<file path="config.mk">
export PLATFORM = sky130hd
export DESIGN_NAME = isort_cell
export DESIGN_NICKNAME = d
export VERILOG_FILES = /design/src/hw/rtl/isort_pkg.sv /design/src/hw/rtl/isort_cell.sv
export SDC_FILE = /design/constraint.sdc
export NUM_CORES = 1
export LEC_CHECK = 0
export BUFFER_PORTS_ARGS = -buffer_cell sky130_fd_sc_hd__buf_2
export CORE_ASPECT_RATIO = 1.1
export CORE_MARGIN = 10
export CORE_UTILIZATION = 40
export CTS_BUF_LIST = sky130_fd_sc_hd__clkbuf_8
export DETAILED_ROUTE_END_ITERATION = 8
export PLACE_DENSITY = 0.8
export SETUP_SLACK_MARGIN = 0.15
export SLEW_MARGIN = 40
export SYNTH_ARGS = -nofsm -noshare
export SYNTH_HDL_FRONTEND = slang
export SYNTH_SLANG_ARGS = --single-unit
</file>
<file path="constraint.sdc">
create_clock -name i_clk -period 6.63 [get_ports i_clk]
set_clock_uncertainty 0.05 [all_clocks]
set_input_delay 1.6575 -clock i_clk [delete_from_list [all_inputs] [get_ports i_clk]]
set_output_delay 1.6575 -clock i_clk [all_outputs]
set_load 0.02 [all_outputs]
</file>
<file path="src/hw/rtl/isort_pkg.sv">
// ----------------------------------------------------------------------------
// isort_pkg
// Shared types and constants for the systolic insertion sorter.
// ----------------------------------------------------------------------------
package isort_pkg;

    localparam int CAPACITY = 64;                       // cells in the chain
    localparam int CNT_W    = $clog2(CAPACITY + 1);     // count holds 0..CAPACITY
    localparam int VALUE_W  = 32;

    typedef logic signed [VALUE_W-1:0] t_value;

    // Broadcast control from the sequencer to every cell.
    typedef struct packed {
        logic   insert;     // place the new value, push larger ones right
        logic   shift;      // move every value one cell toward the head
        t_value value;      // value offered for insertion
    } t_cell_ctl;

    // Sequencer states, one-hot.
    typedef enum logic [1:0] {
        ST_FILL  = 2'b01,
        ST_DRAIN = 2'b10
    } t_state;

endpackage

</file>
<file path="src/hw/rtl/isort_cell.sv">
// ----------------------------------------------------------------------------
// isort_cell
// One sorter cell: holds a value, inserts the broadcast value or takes its
// left neighbor's value on insert, takes its right neighbor's on shift.
// ----------------------------------------------------------------------------
module isort_cell (
    input  logic                 i_clk,
    input  isort_pkg::t_cell_ctl i_ctl,
    input  logic                 i_occupied,
    input  logic                 i_left_lt,
    input  isort_pkg::t_value    i_left_value,
    input  isort_pkg::t_value    i_right_value,
    output logic                 o_lt,
    output isort_pkg::t_value    o_value
);
    import isort_pkg::*;

    t_value r_value;
    t_value n_value;

    // An empty cell counts as larger than any value.
    assign o_lt    = !i_occupied || (i_ctl.value < r_value);
    assign o_value = r_value;

    always_comb begin
        n_value = r_value;
        priority if (i_ctl.shift) begin
            n_value = i_right_value;
        end else if (i_ctl.insert) begin
            priority if (i_left_lt) begin
                n_value = i_left_value;     // push right
            end else if (o_lt) begin
                n_value = i_ctl.value;      // insertion point
            end else begin
                n_value = r_value;          // smaller or equal: hold
            end
        end else begin
            n_value = r_value;
        end
    end

    always_ff @(posedge i_clk) begin
        r_value <= n_value;
    end

endmodule

</file>
After elaboration in Yosys (flattened, before gate mapping) --
Index checks and enable logic that the tools add are counted.
Storage, ports and cells: flip-flop bits (word level) 32, input port bits 101, word-level logic and storage cells 11, output and inout bits 33
Cells by class: magnitude comparators 1, reduce and logical (&&, ||, !) cells 5, muxes and demuxes 4
Operators with widths (number):
- 32-bit 2-to-1 mux | 4
- 32-bit < comparator | 1
- 3-bit nonzero test | 1
- 2-bit AND reduction | 1
- 2-bit nonzero test | 1
- 1-bit logical NOT | 1
- 1-bit logical OR | 1

Longest topological paths before layout --
Gate-level depths: netlist (run 1).
depth in word-level cells 6, depth in mapped cells 9, mapped depth without buffers 9

Worst setup path after synthesis (run 1) --
OpenSTA, ideal clock, no wires.
path kind input to register, start in i_ctl[30] in the netlist's numbering, end reg r_value[0] (netlist: o_value[0]), enable pin, stages on the path 8, path buffers 0, data required time 6.139 ns, arrival 4.778 ns, setup time 0.441 ns, path slack 1.361 ns, path through ha_1 > a21oi_2 > nand2_1 > a221o_1 > a311oi_1 > o31a_1 > xor2_1 > a31oi_1
Between the ends: longest elaborated chain between the ends 4
Ends and longest elaborated chain:
- start, declared | RTL line isort_cell.sv:8 | input isort_pkg::t_cell_ctl i_ctl,
- 32-bit < comparator | RTL line isort_cell.sv:22 | assign o_lt = !i_occupied || (i_ctl.value < r_value);
- 1-bit logical OR | RTL line isort_cell.sv:22
- 3-bit nonzero test (no source line)
- 2-bit AND reduction (no source line)
- end signal, assigned | RTL line isort_cell.sv:43 | r_value <= n_value;
- end, declared | RTL line isort_cell.sv:18 | t_value r_value;
Every way passes these cells. A chain may end at the register's enable or synchronous reset.

Worst setup path after layout (run 1) --
start in i_ctl[21] in the netlist's numbering, end out o_lt
Between the ends: longest elaborated chain between the ends 2
Ends and longest elaborated chain:
- 32-bit < comparator | RTL line isort_cell.sv:22
- 1-bit logical OR | RTL line isort_cell.sv:22
- end, declared | RTL line isort_cell.sv:13 | output logic o_lt,
Every way passes these cells.

==> results.md, run 1 <==
* RSZ-0062 raised after global routing: false
* Final Hold Violating Endpoints at 0
* Die area at 9497 µm²
* Initial Util at 0.4131
* Outcome: finished clean
* LEAKAGE at 1.718 nW
* Worst vdd ir at 0.1066 mV
* Final worst setup slack at 1286 ps
* Period minus WS final at 5344 ps
* Top FF cell, synth: edfxtp_1
* WS Path Type: in -> out
* First DRT Iteration DRCs at 53
* Syn Inst Count at 252
* CTS tree: yes
* Hold Crit Depth at 4
* Worst Reg2Reg Path Length in Cells at 10
* Largest cells by area after synthesis: edfxtp_1, ha_1, mux2i_1
* Filler Cell Count at 546
* Mapped Avg Cell Area at 9.518 µm²
* Antenna violations before repair at 0
* CTS Buffer Depth at 2
* Slew @ Worst Pin at 553.7 ps
* Final max-slew violation count at 0
* Hold Path Class: reg -> reg
* Post-route ant nets at 0
* Via Count at 2267
* FFs w/ async S/R, synth at 0
* Leading area contributor after synthesis: edfxtp_1
* Yosys warns at 0
* Cell row count at 29
* Final design utilization at 0.5608
* First-pass GRT wire length at 11320 µm
* CTS sink cnt at 32
* Max-cap check violation count at 0
* Power Density at 188.1 nW/µm²
* DRT Pass-1 Iters at 4
* Count of port buffers added during placement at 133
* Mapped Nets at 384
* Die Ht at 101.2 µm
* Cts repair resizes at 0
* Setup Buffers After CTS at 0
* Routability cong. at 0.7825
* Top-area cell type share of the netlist area at 0.4006
* Cell Area, Synth at 2399 µm²
* Root buf cell: clkbuf_8
* Slew HR at 0.6309
* Sequential-to-total area share from yosys stat at 0.4006
* Total gr overflow at 0
* #FFs+latches synth at 32
* Count of cell types in the netlist at 24
* Crit path max fanout at 2
* Fraction of layout cells with a size suffix above 1 at 0.3731
* Crit path capture type: output pin
* # setup viols final at 0
* Area growth from synthesis to layout at 35.73%
* Post-synth top cells: nand2_1, o21ai_0, edfxtp_1, mux2i_1
* Cts bufs inserted at 5
* Hpwl dp at 5909 µm
* Die W at 93.83 µm
* Fmax at 187.1 MHz
* Vias/cell at 4.896
* I/O pin cnt at 134
* Global Route Usage Sum at 0.1459
* Worst-Skew Late Latency at 280 ps
* Vias in the first global route at 2426
* ANT cells at 0
* Count leader, synth: nand2_1
* Final worst path period share at 0.8061
* Pre-CTS setup slack at 1242 ps
* Critical Path AT at 3640 ps
* Cts hold-fix bufs at 0
* H-Tree Level Count at 2
* Nature of the critical path startpoint: primary input
* Largest net degree at the start of global routing at 67
* Sum Neg Setup Slack at 0 ps
* Total Wirelength at 7021 µm
* WL per Instance at 15.16 µm
* Number of synthesized flops with an enable pin at 32
* Worst Path Required at 4920 ps
* Final net count at 517
* Largest register FFs at 32
* Core Region at 5806 µm²
* Drt drc at 0
* Clock Pin Slew Worst Setup and Hold Paths at 70 ps
-- report_power, final --
part,switching (mW),internal (mW)
combinational,0.121,0.0880
clock,0.0697,0.0699
sequential,0.0105,0.253
-- through the flow --
step | instances | power, mW | instance area [µm²] | hold WS [ps]
detailed placement | 455 | 0.4809 | 3176 | 1225
floorplan | 252 | 0.3929 | 2399 | 1795
finish | 463 | 0.6125 | 3256 | 1215
global placement | 453 | 0.4699 | 3146 | 1551
CTS | 463 | 0.6231 | 3256 | 1241
global route | 463 | 0.6589 | 3256 | 1335
-- final cells by class --
type                       count  area, µm²  share of cell area
inverter                      31      116.4             0.03574
clock buffer                   5      68.82             0.02114
timing repair buffer         137      710.7              0.2183
tap                           77      96.34             0.02959
multi-input combinational    178       1291              0.3966
sequential                    32      960.9              0.2952
clock inverter                 3      11.26            0.003459
-- critical path, stage by stage --
cell and delay (ps):
buf_2 100, ha_1 300, a21oi_1 140, o21ai_0 130, a221o_1 340, a311oi_1 260, o31a_1 190, xor2_1 280
nand2_1 80, buf_2 160
-- metal layers --
| layer | part of all wire | GRT usage | vias up |
|---|---|---|---|
| met5 | 0 | 0 | - |
| met4 | 0.0048 | 0.03158 | 0 |
| met3 | 0.081 | 0.05104 | 5 |
| met2 | 0.52 | 0.2608 | 72 |
| met1 | 0.40 | 0.1628 | 1027 |
| li1 | - | - | 1163 |
-- cells in the final DEF, fill, tap and decap left out --
cell type,synthesis,layout
o21ai_0,36,36
a21oi_2,1,1
a311oi_1,1,1
and4_1,1,1
a31oi_1,2,1
nand3_1,3,3
a211o_1,1,1
edfxtp_1,32,32
o221ai_1,1,1
a21o_1,2,2
a211oi_1,1,1
a31oi_4,0,1
xor2_1,1,1
buf_4,0,2
nand4_1,5,5
ha_1,31,31
a221o_1,1,1
clkbuf_8,0,5
clkinv_1,0,1
nand2b_1,1,1
mux2i_1,32,32
buf_2,3,133
buf_8,0,2
o31a_1,1,1
a21oi_1,12,12
inv_1,31,33
nor2_1,5,5
nand2_1,40,40
-- logic make-up after synthesis --
family | after synthesis | synth area share
AO/OA/AOI/OAI | 59 | 0.1372
XOR/XNOR | 1 | 0.003652
adder cells (fa/ha/maj) | 31 | 0.1617
buffers and inverters | 42 | 0.06729
flip-flops | 32 | 0.4006
multiplexers | 32 | 0.1335
AND/OR/NAND/NOR | 55 | 0.09598
-- path summary, 6_finish.rpt --
path	slack, ps	to	from
worst max register to register	3900	o_value[18]	o_value[21]
worst min register to register	1210	o_value[29]	o_value[31]
worst min-delay path	1210	o_value[29]	o_value[31]
worst max-delay path	1290	o_lt	i_ctl[21]
Power figures use the tool's default switching activity.
==> inputs of run 2 (changes only) <==
--- a/config.mk
+++ b/config.mk
@@ -5,13 +5,14 @@
 export SDC_FILE = /design/constraint.sdc
 export NUM_CORES = 1
 export LEC_CHECK = 0
+export ABC_AREA = 1
 export BUFFER_PORTS_ARGS = -buffer_cell sky130_fd_sc_hd__buf_2
 export CORE_ASPECT_RATIO = 1.1
 export CORE_MARGIN = 10
 export CORE_UTILIZATION = 40
 export CTS_BUF_LIST = sky130_fd_sc_hd__clkbuf_8
 export DETAILED_ROUTE_END_ITERATION = 8
-export PLACE_DENSITY = 0.8
+export PLACE_DENSITY = 0.83
 export SETUP_SLACK_MARGIN = 0.15
 export SLEW_MARGIN = 40
 export SYNTH_ARGS = -nofsm -noshare
==> constraint.sdc (replaced) <==
create_clock -name i_clk -period 4.8 [get_ports i_clk]
set_clock_uncertainty 0.05 [all_clocks]
set_input_delay 1.2 -clock i_clk [delete_from_list [all_inputs] [get_ports i_clk]]
set_output_delay 1.2 -clock i_clk [all_outputs]
set_load 0.02 [all_outputs]
==> run 2 against run 1 <==
  * Sequential share of layout area fell by 0.24 points
  * Via count grew 14%
  * Clock-buffer cell count is the same
  * Combinational power rose by 37%
  * First-iteration DRC count up 130%
  * Final area rose by 0.81%
  * Flip-flop and latch count did not move
  * Sequential power is 37% higher
  * Core utilization decreased by 2.4 points
  * Synthesized area increased by 3.6%
  * Critical endpoint unchanged
==> results.md, run 2 <==
* Max-cap check violation count at 0
* FFs w/ async S/R, synth at 0
* H-Tree Level Count at 2
* WL per Instance at 15.18 µm
* Global Route Usage Sum at 0.1606
* Cts hold-fix bufs at 0
* Global-route layer with the greatest usage: met2
* ANT cells at 0
* Total Wirelength at 7986 µm
* Vias in the first global route at 2664
* Fraction of layout cells with a size suffix above 1 at 0.3475
* Die W at 95.15 µm
* Count of port buffers added during placement at 133
* Die area at 9769 µm²
* Period minus WS final at 3770 ps
* Fmax at 265.3 MHz
* CTS sink cnt at 32
* Syn Inst Count at 319
* Post-synth top cells: a21oi_1, nand2_1, inv_1, nor2_1, edfxtp_1
* Crit path capture type: output pin
* Leading area contributor after synthesis: edfxtp_1
* Core Region at 6118 µm²
* Hpwl dp at 6399 µm
* Met3 usage at 0.06045
* Top FF cell, synth: edfxtp_1
* Initial Util at 0.4061
* Largest cells by area after synthesis: edfxtp_1, ha_1, a21oi_1
* Root buf cell: clkbuf_8
* Cts bufs inserted at 5
* Slew @ Worst Pin at 595.3 ps
* Worst vdd ir at 0.1289 mV
* Nature of the critical path startpoint: primary input
* Mapped Avg Cell Area at 7.790 µm²
* Count of cell types in the netlist at 19
* First-pass GRT wire length at 12390 µm
* Drt drc at 0
* Vias/cell at 4.913
* Routability cong. at 0.8005
* Top-area cell type share of the netlist area at 0.3867
* Sum Neg Setup Slack at 0 ps
* First DRT Iteration DRCs at 123
* Antenna violations before repair at 0
* Final Cell Area at 3282 µm²
* Yosys warns at 0
* CTS Buffer Depth at 2
* Final Hold Violating Endpoints at 0
* Final net count at 580
* Worst Path Required at 3550 ps
* Grt met2 use at 0.2887
* Commonest non-fill, non-tap cell in the layout: buf_2
* Commonest cells after routing, fill and taps aside: buf_2, a21oi_1, nand2_1, inv_1, nor2_1
* Cts repair resizes at 0
* Sequential-to-total area share from yosys stat at 0.3867
* Hold Path Class: in -> reg
* Worst-Skew Late Latency at 270 ps
* LEAKAGE at 1.755 nW
* WS Path Type: in -> out
* Dpl cell area at 3213 µm²
* Power Density at 252.7 nW/µm²
* Cell row count at 30
* DRT Pass-1 Iters at 4
* CTS tree: yes
* Largest register FFs at 32
* Final max-slew violation count at 0
* I/O pin cnt at 134
* Critical Path AT at 2520 ps
* Final worst path period share at 0.7854
* Slew HR at 0.6026
* Count leader, synth: a21oi_1
* Largest net degree at the start of global routing at 33
* Clock Pin Slew Worst Setup and Hold Paths at 60 ps
* Crit path max fanout at 2
* Via Count at 2584
* Die Ht at 102.7 µm
* Mapped Nets at 451
* GR Layer Usage met1 at 0.1704
* Total gr overflow at 0
* Outcome: finished clean
* RSZ-0062 raised after global routing: false
* Number of synthesized flops with an enable pin at 32
* Area growth from synthesis to layout at 32.07%
* Setup Buffers After CTS at 0
* #FFs+latches synth at 32
* Post-route ant nets at 0
* # setup viols final at 0
* Cell Area, Synth at 2485 µm²
## run 2: per-layer routing
| layer | vias up | wire [µm] |
|---|---|---|
| met5 | - | 0 |
| met3 | 7 | 773 |
| li1 | 1318 | - |
| met1 | 1178 | 3064 |
| met4 | 0 | 85 |
| met2 | 81 | 4063 |
## run 2: cell type report
type	instances	area, µm²
fill	579	2836
multi-input combinational	230	1303
sequential	32	960.9
timing repair buffer	136	688.2
inverter	43	161.4
tap	80	100.1
clock buffer	5	68.82
## run 2: worst paths after layout
check	startpoint	end	slack, ps	cells past startpoint
setup / recovery	i_ctl[5]	o_lt	1030	12
hold / removal	i_right_value[26]	o_value[26]	1200	3
setup reg to reg	o_value[31]	o_value[22]	2200	12
hold reg to reg	o_value[31]	o_value[30]	1280	7
## run 2: report_power, final
| part | switching (mW) | internal (mW) |
|---|---|---|
| Combinational | 0.174 | 0.112 |
| Clock | 0.0909 | 0.0933 |
| Sequential | 0.0133 | 0.346 |
| Total | 0.278 | 0.552 |
## run 2: through the flow
stage | total power, mW | hold WS, ps | utilization | cells | setup WS, ps
after floorplan | 0.5409 | 1380 | - | 319 | 1282
after global placement | 0.6430 | 1288 | 0.5252 | 521 | 1013
final | 0.8293 | 1198 | 0.5364 | 526 | 1030
after global routing | 0.8900 | 1200 | 0.5364 | 526 | 868.5
after CTS | 0.8433 | 1184 | 0.5364 | 526 | 1003
after detailed placement | 0.6536 | 1289 | 0.5252 | 521 | 1012
## run 2: logic make-up (layout without fill, tap and decap cells)
group / after synthesis / after routing / share of synthesized area
AOI/OAI and AO/OA: 82 / 82 / 0.1727
adders and majority gates: 31 / 31 / 0.1561
buffers and inverters: 57 / 184 / 0.08912
DFF: 32 / 32 / 0.3867
and+or+nand+nor: 117 / 117 / 0.1954
## run 2: worst max-delay path, stage by stage
cell and delay, ps:
buf_2 110, ha_1 300, a21oi_1 150, nor2_1 60, nor3_2 90, nand2_1 80, nand2_1 60, nand2_1 50
nand2_1 70, nand3_1 90, nand3_1 90, buf_2 170
